File: config.mk
export PLATFORM = sky130hd
export DESIGN_NAME = modbus_rtu_frame_checker_top
export DESIGN_NICKNAME = d
export VERILOG_FILES = /design/src/rtl/mrfc_pkg.sv /design/src/rtl/mrfc_frame_core.sv /design/src/rtl/mrfc_out_stage.sv /design/src/rtl/modbus_rtu_frame_checker_top.sv
export SDC_FILE = /design/constraint.sdc
export NUM_CORES = 1
export LEC_CHECK = 0
export ABC_AREA = 0
export BUFFER_PORTS_ARGS = -buffer_cell sky130_fd_sc_hd__buf_2
export CORE_ASPECT_RATIO = 0.9
export CORE_UTILIZATION = 50
export CTS_BUF_LIST = sky130_fd_sc_hd__clkbuf_4
export DETAILED_ROUTE_END_ITERATION = 16
export PLACE_DENSITY = 0.68
export SETUP_SLACK_MARGIN = 0.2
export SYNTH_ARGS = -nofsm -noshare
export SYNTH_HDL_FRONTEND = slang
export SYNTH_SLANG_ARGS = --single-unit
File: constraint.sdc
create_clock -name i_clk -period 9.5 [get_ports i_clk]
set_input_delay 1.425 -clock i_clk [delete_from_list [all_inputs] [get_ports i_clk]]
set_output_delay 1.425 -clock i_clk [all_outputs]
set_load 0.005 [all_outputs]
File: src/rtl/mrfc_pkg.sv
// Shared types, constants and the CRC-16 byte update for the Modbus RTU frame checker.
package mrfc_pkg;

    localparam int MAX_FRAME = 256;
    localparam int MIN_FRAME = 4;
    localparam int CNT_W     = $clog2(MAX_FRAME + 2);
    localparam int PLEN_W    = 9;

    localparam logic [15:0] CRC_INIT = 16'hFFFF;
    localparam logic [15:0] CRC_POLY = 16'hA001;
    localparam int          EXC_BIT  = 7;

    typedef enum logic [2:0] {
        ST_OK    = 3'd0,
        ST_SHORT = 3'd1,
        ST_CRC   = 3'd2,
        ST_EXC   = 3'd3,
        ST_LONG  = 3'd4
    } t_status;

    typedef struct packed {
        logic              payload_valid;
        logic [7:0]        payload_byte;
        logic              frame_done;
        t_status           status;
        logic [7:0]        exception_code;
        logic [PLEN_W-1:0] payload_length;
    } t_result;

    function automatic logic [15:0] crc_fold(input logic [15:0] crc, input logic [7:0] b);
        logic [15:0] c;
        c = crc ^ {8'h00, b};
        for (int i = 0; i < 8; i++) begin
            c = c[0] ? ((c >> 1) ^ CRC_POLY) : (c >> 1);
        end
        return c;
    endfunction

endpackage

File: src/rtl/mrfc_frame_core.sv
// Frame state, running CRC and verdict logic for one byte per transaction.
module mrfc_frame_core
    import mrfc_pkg::*;
(
    input  logic       i_clk,
    input  logic       i_rst_n,
    input  logic       i_accept,
    input  logic [7:0] i_rx_byte,
    input  logic       i_end_of_frame,
    output logic       o_has_result,
    output t_result    o_result
);

    localparam logic [CNT_W-1:0] CNT_MAX = CNT_W'(MAX_FRAME);
    localparam logic [CNT_W-1:0] CNT_SAT = CNT_W'(MAX_FRAME + 1);
    localparam logic [CNT_W-1:0] CNT_MIN = CNT_W'(MIN_FRAME);
    localparam logic [CNT_W-1:0] CNT_ONE = CNT_W'(1);
    localparam logic [CNT_W-1:0] CNT_TWO = CNT_W'(2);
    localparam logic [CNT_W-1:0] CNT_FIVE = CNT_W'(5);

    logic [CNT_W-1:0] r_count, n_count;
    logic [15:0]      r_crc, n_crc;
    logic [7:0]       r_older, n_older;
    logic [7:0]       r_newer, n_newer;
    logic [7:0]       r_func, n_func;
    logic [7:0]       r_exc, n_exc;
    logic             r_ovf, n_ovf;

    logic [CNT_W-1:0] total;
    logic             emit;
    logic [15:0]      crc_upd;
    logic [15:0]      rx_crc;
    logic [CNT_W-1:0] plen;

    always_comb begin
        emit    = (r_count >= CNT_TWO);
        crc_upd = emit ? crc_fold(r_crc, r_older) : r_crc;
        n_ovf   = r_ovf || (r_count >= CNT_MAX);
        total   = (r_count >= CNT_MAX) ? CNT_SAT : r_count + CNT_ONE;
        rx_crc  = {i_rx_byte, r_newer};
        plen    = (total >= CNT_TWO) ? total - CNT_TWO : '0;

        o_result                = '0;
        o_result.payload_valid  = emit;
        o_result.payload_byte   = emit ? r_older : 8'h00;
        o_result.frame_done     = i_end_of_frame;
        o_result.status         = ST_OK;
        o_result.exception_code = 8'h00;
        o_result.payload_length = '0;
        if (i_end_of_frame) begin
            o_result.payload_length = PLEN_W'(plen);
            priority if (n_ovf) begin
                o_result.status = ST_LONG;
            end else if (total < CNT_MIN) begin
                o_result.status = ST_SHORT;
            end else if (crc_upd != rx_crc) begin
                o_result.status = ST_CRC;
            end else if (r_func[EXC_BIT]) begin
                o_result.status         = ST_EXC;
                o_result.exception_code = (total >= CNT_FIVE) ? r_exc : 8'h00;
            end else begin
                o_result.status = ST_OK;
            end
        end
        o_has_result = emit || i_end_of_frame;

        if (i_end_of_frame) begin
            n_count = '0;
            n_crc   = CRC_INIT;
            n_older = 8'h00;
            n_newer = 8'h00;
            n_func  = 8'h00;
            n_exc   = 8'h00;
        end else begin
            n_count = total;
            n_crc   = crc_upd;
            n_older = r_newer;
            n_newer = i_rx_byte;
            n_func  = (r_count == CNT_ONE) ? i_rx_byte : r_func;
            n_exc   = (r_count == CNT_TWO) ? i_rx_byte : r_exc;
        end
    end

    always_ff @(posedge i_clk) begin
        if (!i_rst_n) begin
            r_count <= '0;
            r_crc   <= CRC_INIT;
            r_older <= 8'h00;
            r_newer <= 8'h00;
            r_func  <= 8'h00;
            r_exc   <= 8'h00;
            r_ovf   <= 1'b0;
        end else if (i_accept) begin
            r_count <= n_count;
            r_crc   <= n_crc;
            r_older <= n_older;
            r_newer <= n_newer;
            r_func  <= n_func;
            r_exc   <= n_exc;
            r_ovf   <= i_end_of_frame ? 1'b0 : n_ovf;
        end
    end

    a_count_bound: assert property (@(posedge i_clk) disable iff (!i_rst_n)
        r_count <= CNT_SAT)
        else $error("byte count beyond saturation");

    a_clear_after_end: assert property (@(posedge i_clk) disable iff (!i_rst_n)
        i_accept && i_end_of_frame |=> r_count == '0 && r_crc == CRC_INIT && !r_ovf)
        else $error("frame state not cleared after last byte");

    a_ovf_saturated: assert property (@(posedge i_clk) disable iff (!i_rst_n)
        r_ovf |-> r_count == CNT_SAT)
        else $error("overflow flag without saturated count");

endmodule

File: src/rtl/mrfc_out_stage.sv
// Result register that decouples the input side from a stalled output.
module mrfc_out_stage
    import mrfc_pkg::*;
(
    input  logic    i_clk,
    input  logic    i_rst_n,
    input  logic    i_in_valid,
    output logic    o_in_ready,
    output logic    o_accept,
    input  logic    i_has_result,
    input  t_result i_result,
    output logic    o_out_valid,
    input  logic    i_out_ready,
    output t_result o_result
);

    logic    r_valid, n_valid;
    t_result r_res;

    assign o_in_ready  = !r_valid || i_out_ready;
    assign o_accept    = i_in_valid && o_in_ready;
    assign o_out_valid = r_valid;
    assign o_result    = r_res;

    always_comb begin
        n_valid = r_valid;
        if (o_accept) begin
            n_valid = i_has_result;
        end else if (i_out_ready) begin
            n_valid = 1'b0;
        end
    end

    always_ff @(posedge i_clk) begin
        if (!i_rst_n) begin
            r_valid <= 1'b0;
        end else begin
            r_valid <= n_valid;
        end
    end

    always_ff @(posedge i_clk) begin
        if (o_accept && i_has_result) begin
            r_res <= i_result;
        end
    end

    a_result_nonempty: assert property (@(posedge i_clk) disable iff (!i_rst_n)
        r_valid |-> (r_res.payload_valid || r_res.frame_done))
        else $error("empty result presented");

    a_status_only_at_end: assert property (@(posedge i_clk) disable iff (!i_rst_n)
        r_valid && !r_res.frame_done |-> r_res.status == ST_OK && r_res.payload_length == '0)
        else $error("verdict fields set without frame end");

endmodule

File: src/rtl/modbus_rtu_frame_checker_top.sv
// Top level of the Modbus RTU response frame checker.
//
//  Channel | Handshake                  | Payload
//  input   | i_in_valid / o_in_ready    | i_rx_byte, i_end_of_frame
//  output  | o_out_valid / i_out_ready  | o_payload_valid, o_payload_byte, o_frame_done,
//          |                            | o_status, o_exception_code, o_payload_length
//
// One byte is accepted per cycle while o_in_ready is high; its result is registered.
// The CRC update and the verdict are computed in the same cycle the byte is accepted.
// Synchronous active-low reset clears frame state and empties the result register.
// A byte is accepted while the result register is empty or being drained in that cycle.
// Bytes with no result (the first two of a frame) do not load the result register.
module modbus_rtu_frame_checker_top
    import mrfc_pkg::*;
(
    input  logic              i_clk,
    input  logic              i_rst_n,
    input  logic              i_in_valid,
    output logic              o_in_ready,
    input  logic [7:0]        i_rx_byte,
    input  logic              i_end_of_frame,
    output logic              o_out_valid,
    input  logic              i_out_ready,
    output logic              o_payload_valid,
    output logic [7:0]        o_payload_byte,
    output logic              o_frame_done,
    output logic [2:0]        o_status,
    output logic [7:0]        o_exception_code,
    output logic [PLEN_W-1:0] o_payload_length
);

    logic    accept;
    logic    has_result;
    t_result core_result;
    t_result out_result;

    mrfc_frame_core u_core (
        .i_clk          (i_clk),
        .i_rst_n        (i_rst_n),
        .i_accept       (accept),
        .i_rx_byte      (i_rx_byte),
        .i_end_of_frame (i_end_of_frame),
        .o_has_result   (has_result),
        .o_result       (core_result)
    );

    mrfc_out_stage u_out (
        .i_clk        (i_clk),
        .i_rst_n      (i_rst_n),
        .i_in_valid   (i_in_valid),
        .o_in_ready   (o_in_ready),
        .o_accept     (accept),
        .i_has_result (has_result),
        .i_result     (core_result),
        .o_out_valid  (o_out_valid),
        .i_out_ready  (i_out_ready),
        .o_result     (out_result)
    );

    assign o_payload_valid  = out_result.payload_valid;
    assign o_payload_byte   = out_result.payload_byte;
    assign o_frame_done     = out_result.frame_done;
    assign o_status         = out_result.status;
    assign o_exception_code = out_result.exception_code;
    assign o_payload_length = out_result.payload_length;

endmodule
After elaboration in Yosys (flattened, before gate mapping)
Index checks and enable logic that the tools add are counted.

Register bits: 89. Input bits: 13. Output and inout bits: 32. Word-level logic and storage cells: 78.

$add $sub $neg: 2. Order comparisons: 5. Equal/unequal tests: 3. Multiplexer cells: 25. Bitwise logic cells: 12. Reduce and logical (&&, ||, !) cells: 15.

Operator list (number): 16-bit two-way mux (10); 8-bit two-way mux (6); 2-bit NOT with 3-bit output (8); 9-bit by 2-bit greater-or-equal comparator with 1-bit output, second input constant (2); 9-bit two-way mux (2); 16-bit inequality test (1); 16-bit by 8-bit bitwise XOR with 16-bit output (1); 9-bit by 1-bit adder with 9-bit output, second input constant (1); 9-bit by 1-bit equality test with 1-bit output, second input constant (1); 9-bit by 2-bit equality test with 1-bit output, second input constant (1); 9-bit by 3-bit greater-or-equal comparator with 1-bit output, second input constant (1); 9-bit greater-or-equal comparator, second input constant (1); 9-bit by 3-bit less-than comparator with 1-bit output, second input constant (1); 9-bit by 2-bit subtractor with 9-bit output, second input constant (1); 2-bit two-way mux (3); 2-bit AND reduction (3); 2-bit nonzero test (3); 6-bit OR reduction (1); 1-bit logical OR (3); 1-bit two-way mux (3); 3-bit two-way mux (1); 1-bit NOT (3); 3-bit OR reduction (1); 1-bit logical AND (2); other kinds (2) (2).

Longest topological paths before layout
Word-level depth: 22. Gate-level depth with buffers: 12. Gate-level depth less buffers: 11.

By module
From an unflattened synthesis, not the netlist that was laid out.

Cells, all modules: 435. Area total of the unflattened synthesis: 4192.8 sq um.

By module, submodules not included: mrfc_frame_core (instances 1, cells each 399, area each 3220.6 sq um, sequential area each 1021.0 sq um); mrfc_out_stage (instances 1, cells each 36, area each 972.2 sq um, sequential area each 920.9 sq um).

Worst setup path after synthesis
OpenSTA, ideal clock, no wires.

Kind: in2reg. From: in i_end_of_frame. To: reg u_out.r_res, in the netlist u_out.o_result[0] (enable). Setup time: 0.406 ns. Arrival: 3.067 ns. Data required time: 9.094 ns. Slack: 6.027 ns. Stages: 4. Buffers on the path: 2. Path through: clkbuf_1 nor2_1 nor2_1 clkbuf_1.

Longest elaborated chain between the ends: 2.

RTL lines: start: declaration (RTL line modbus_rtu_frame_checker_top.sv:21) `input logic i_end_of_frame,`; 1-bit logical OR (RTL line mrfc_frame_core.sv:65) `o_has_result = emit || i_end_of_frame;`; 1-bit logical AND (RTL line mrfc_out_stage.sv:43) `if (o_accept && i_has_result) begin`; end signal: assignment (RTL line mrfc_out_stage.sv:44) `r_res <= i_result;`; end: declaration (RTL line mrfc_out_stage.sv:18) `t_result r_res;`.

No other way between the ends. A chain may end at the register's enable or synchronous reset.

Worst setup path after layout
From: reg u_core.r_count[8]. To: reg u_out.r_res, in the netlist u_out.o_result[14], data pin.

Longest elaborated chain between the ends: 5. Elaborated cells between the ends (all ways): 11. Classes of those cells: add/sub: 1; order compare: 4; eq/ne: 1; mux: 2; bitwise: 1; reduce/logical: 2.

RTL lines: start: declaration (RTL line mrfc_frame_core.sv:21) `logic [CNT_W-1:0] r_count, n_count;`; start signal: assignment (RTL line mrfc_frame_core.sv:94) `r_count <= n_count;`; 9-bit by 1-bit adder with 9-bit output / 9-bit greater-or-equal comparator (equally long branches) (RTL line mrfc_frame_core.sv:39, mrfc_frame_core.sv:38); 9-bit two-way mux (RTL line mrfc_frame_core.sv:39) `total = (r_count >= CNT_MAX) ? CNT_SAT : r_count + CNT_ONE;`; 9-bit by 3-bit greater-or-equal comparator with 1-bit output (RTL line mrfc_frame_core.sv:60) `o_result.exception_code = (total >= CNT_FIVE) ? r_exc : 8'h00;`; 1-bit NOT (no source line); 6-bit OR reduction (no source line) *.

Mark *: on every way between the ends. The rest lies on a longest branch, timed or not.

==> results_tabular.tex <==
\begin{tabular}{lr}
\hline
Metric & Value \\
\hline
\multicolumn{2}{l}{\textbf{Floorplan}} \\
Horizontal extent of the die & approximately 100 um \\
Number of rows in the core area & 31 \\
Core area & 0.00822 mm\^{}2 \\
I/O pin total & 45 \\
Vertical die dimension & 90.5 um \\
Effective utilization at floorplan & 0.529 \\
Die area & around 0.009 mm\^{}2 \\
\multicolumn{2}{l}{\textbf{Finish}} \\
Non-Filler Cell Area, Final & roughly 0.0047 mm\^{}2 \\
Area occupied by multi-input gates & $\sim$0.0022 mm\^{}2 \\
Number of standard cells in the final layout excluding fillers & 609 \\
Fraction of final layout cells sized beyond drive strength 1 & 0.148 \\
Number of diodes added for antenna fixing & 0 \\
Fill cell instance count of the final layout & 758 \\
Synth-to-Final Area Change & 8.98\% \\
Footprint of the flip-flops and latches & 0.00194 mm\^{}2 \\
Net total in the final layout & 509 \\
Final Util & 0.576 \\
\multicolumn{2}{l}{\textbf{STA}} \\
Max\_slew headroom & 0.216 \\
Fin crit period & 3.50 ns \\
Period Utilization, post-route & 0.368 \\
Count of pins over their slew limit & 0 \\
Count of endpoints failing setup in the final report & 0 \\
Setup repair after global routing missed its margin & false \\
Final worst slack & 6.00 ns \\
Transition time of the tightest slew-check pin & 1.17 ns \\
Largest clock skew in the final design & roughly 0.020 ns \\
F\_max & 0.286 GHz \\
Final count of hold timing violations & 0 \\
Smallest hold slack & about 0.51 ns \\
Setup Total Neg Slack & 0 ns \\
\multicolumn{2}{l}{\textbf{Placed design}} \\
Number of placed cells counting well taps & a little under 600 \\
Sum of net half-perimeters after detailed placement & 6360 um \\
Number of buffers inserted by port buffering & 44 \\
Placement-stage worst setup slack & 5.92 ns \\
Placed Instance Area & roughly 0.0046 mm\^{}2 \\
GP Congestion & 0.843 \\
\multicolumn{2}{l}{\textbf{Detailed routing}} \\
1st-pass router iterations & 5 \\
Vias per cell & 5.60 \\
Number of vias after detailed routing & 3409 \\
Drt first-iter violations & between 200 and 300 \\
Post-route ant nets & 0 \\
Routed length per placed instance & 15.6 um \\
Routed wire length & 9510 um \\
Post-route DRC violation count & 0 \\
\multicolumn{2}{l}{\textbf{Synth}} \\
Avg Synthesized Cell Area & slightly above 9 um\^{}2 \\
Most common flop cell mapped by yosys & sky130\_fd\_sc\_hd\_\_dfxtp\_1 \\
Count of warnings emitted by yosys & 0 \\
Number of instances in the synthesized netlist & approximately 470 \\
Cell area after synthesis & 0.00435 mm\^{}2 \\
Library cells used by synthesis & $\sim$50 \\
Register area share after synthesis & 0.446 \\
Flip-flop and latch count after synthesis & between 80 and 90 \\
Fraction of synthesis flops using an asynchronous set or reset pin & 0 \\
Number of synthesized flops with an enable pin & 30 \\
Net count after synthesis & just under 500 \\
\multicolumn{2}{l}{\textbf{Clocking}} \\
Post-CTS resize count & 0 \\
Clock buffers created by TritonCTS & 9 \\
Htree depth & 3 \\
Buffer count from post-CTS setup fixing & 0 \\
Clock-pin transition on the worst setup and hold timing paths & 0.15 ns \\
Bufs on Longest Clock Path & 2 \\
Number of sinks on the clock net & 82 \\
Clock latency of the later-clocked register in the worst-skew pair & around 0.46 ns \\
CTS tree & built \\
Root Buffer & sky130\_fd\_sc\_hd\_\_clkbuf\_4 \\
Hold-fix buffers, CTS & 0 \\
\multicolumn{2}{l}{\textbf{Power}} \\
Power per Cell Area & 139 mW/mm\^{}2 \\
Overall power & 661 uW \\
Maximum VDD drop & 71.0 uV \\
Pleak & $\sim$1.7 nW \\
\multicolumn{2}{l}{\textbf{Worst hold path}} \\
Hold\_sp & u\_core.r\_newer[1]\$\_SDFFE\_PN0P\_ \\
Hold Path Stages & 2 \\
Hold worst-path end & u\_core.r\_newer[1]\$\_SDFFE\_PN0P\_ \\
Worst hold path type & reg -> reg \\
\multicolumn{2}{l}{\textbf{Setup path}} \\
Category of the critical setup timing path & reg -> reg \\
Terminus of the critical flop-to-flop path & u\_out.o\_result[14]\$\_SDFFCE\_PP0P\_ \\
Maximum fanout encountered on the critical timing path & 29 \\
Max stage delay cell, worst path & sky130\_fd\_sc\_hd\_\_dfxtp\_1 \\
Worst setup SP type & register \\
Register-to-register path setup slack & 6.00 ns \\
Data required time at the worst endpoint & 9.81 ns \\
Worst Reg-to-Reg Cells & 9 \\
Signal arrival time at the worst endpoint & 3.80 ns \\
Delay contributed by the slowest stage of the critical path & $\sim$0.82 ns \\
Worst r2r src & u\_core.r\_count[8]\$\_SDFFE\_PN0P\_ \\
Type of destination of the critical path & register \\
Ordered cell list for the critical path & nor4\_1 > and3\_1 > inv\_2 > mux2i\_1 > xor2\_1 > nand4\_1 > nor4\_4 > nand4\_2 > nor2\_1 \\
\multicolumn{2}{l}{\textbf{GRT}} \\
Global-route usage over all layers & 0.224 \\
Antenna violations before repair & 0 \\
Global-route wire length before repair & approximately 16000 um \\
Pin count of the biggest net entering global routing & 52 \\
Remaining global-route overflow & 0 \\
Via count of the first global-routing pass & $\sim$3200 \\
\multicolumn{2}{l}{\textbf{Outcome}} \\
Run status & completed \\
\multicolumn{2}{l}{\textbf{Flow run}} \\
Count of max-cap constraint violations & 0 \\
\hline
\end{tabular}
==> layout make-up <==
class,instances,area share
repair buffers,45,0.0480
clock buffers,9,0.0143
multi-input cells,335,0.469
clock inverters,7,0.0164
well taps,115,0.0304
flip-flops and latches,82,0.410
inverters,16,0.0127
==> placed cells by master, fill, tap and decap left out, drive strengths merged, types with 14 or more instances in the layout <==
| cell type | count |
|---|---|
| dfxtp | 52 |
| mux2i | 16 |
| inv | 18 |
| nand3b | 17 |
| xnor2 | 20 |
| buf | 45 |
| nor2b | 17 |
| nand2 | 49 |
| a21boi | 17 |
| xor2 | 24 |
| o22ai | 14 |
| edfxtp | 30 |
| nor3 | 14 |
| nor2 | 39 |
| a21oi | 21 |
==> cells by family (layout without fill, tap and decap cells) <==
| family | after synthesis | in the layout | share of synthesized area |
|---|---|---|---|
| fa+ha+maj | 7 | 7 | 0.0201 |
| buf+inv | 49 | 77 | 0.0446 |
| flops | 82 | 82 | 0.446 |
| simple gates | 184 | 184 | 0.222 |
| compound gates | 82 | 82 | 0.125 |
| xor+xnor | 46 | 46 | 0.105 |
| mux | 16 | 16 | 0.0368 |
==> state kept, by name (all words and copies together), names as in the netlist <==
name and flops:
u_core.r_count 9, u_core.r_crc 16, u_core.r_exc 8, u_core.r_func 1, u_core.r_newer 8, u_core.r_older 8, u_core.r_ovf 1, u_out.o_out_valid 1
u_out.o_result 30
==> worst max-delay path, delay by kind of cell, from the launching register on <==
| family | cells | cell delay [ns] |
|---|---|---|
| XOR/XNOR | 1 | 0.22 |
| buffers and inverters | 1 | 0.50 |
| flip-flops | 1 | 0.82 |
| multiplexers | 1 | 0.29 |
| AND/OR/NAND/NOR | 6 | 1.50 |
==> worst max path at each step <==
stage	start	cells past startpoint	slack, ns	endpoint
4_1_cts	u_core.r_count[8]$_SDFFE_PN0P_	9	5.99	u_out.o_result[14]$_SDFFCE_PP0P_
5_1_grt	u_core.r_count[8]$_SDFFE_PN0P_	9	5.75	u_out.o_result[16]$_SDFFCE_PP0P_
3_3_place_gp	i_out_ready	5	6.05	u_out.o_result[9]$_SDFFCE_PP0P_
3_5_place_dp	i_out_ready	8	5.92	u_core.r_crc[9]$_SDFFE_PN1P_
6_report	u_core.r_count[8]$_SDFFE_PN0P_	9	6.00	u_out.o_result[14]$_SDFFCE_PP0P_
2_1_floorplan	i_end_of_frame	4	6.03	u_out.o_result[0]$_SDFFCE_PN0P_
==> synthesized netlist by cell type (5+ instances only) <==
cell type	count	share of area
sky130_fd_sc_hd__a21boi_0	17	0.029
sky130_fd_sc_hd__xor2_1	22	0.044
sky130_fd_sc_hd__ha_1	7	0.020
sky130_fd_sc_hd__edfxtp_1	30	0.21
sky130_fd_sc_hd__nand3b_1	17	0.029
sky130_fd_sc_hd__clkbuf_1	27	0.023
sky130_fd_sc_hd__o21ai_0	7	0.0081
sky130_fd_sc_hd__and2_1	11	0.016
sky130_fd_sc_hd__nand4_1	5	0.0072
sky130_fd_sc_hd__nor3_1	13	0.015
sky130_fd_sc_hd__a21oi_1	21	0.024
sky130_fd_sc_hd__nor2_1	39	0.034
sky130_fd_sc_hd__o22ai_1	14	0.020
sky130_fd_sc_hd__dfxtp_1	52	0.24
sky130_fd_sc_hd__xnor2_1	19	0.038
sky130_fd_sc_hd__nand3_1	11	0.013
sky130_fd_sc_hd__a22oi_1	11	0.019
sky130_fd_sc_hd__inv_1	15	0.013
sky130_fd_sc_hd__mux2i_1	16	0.037
sky130_fd_sc_hd__nand2_1	49	0.042
sky130_fd_sc_hd__nor2b_1	17	0.024
==> where the power goes <==
part / internal (mW) / switching (mW) / total, mW
logic: 0.0235 / 0.0406 / 0.0640
registers: 0.374 / 0.00468 / 0.378
clock network: 0.0824 / 0.136 / 0.218
==> metal layers <==
layer / global-route usage / share of wire / up-vias
li1: - / - / 1673
met1: 0.333 / 0.50 / 1612
met2: 0.324 / 0.42 / 117
met3: 0.0503 / 0.065 / 7
met4: 0.0652 / 0.0089 / 0
met5: 0 / 0 / -
No activity file was read; power rests on OpenSTA's default activity.
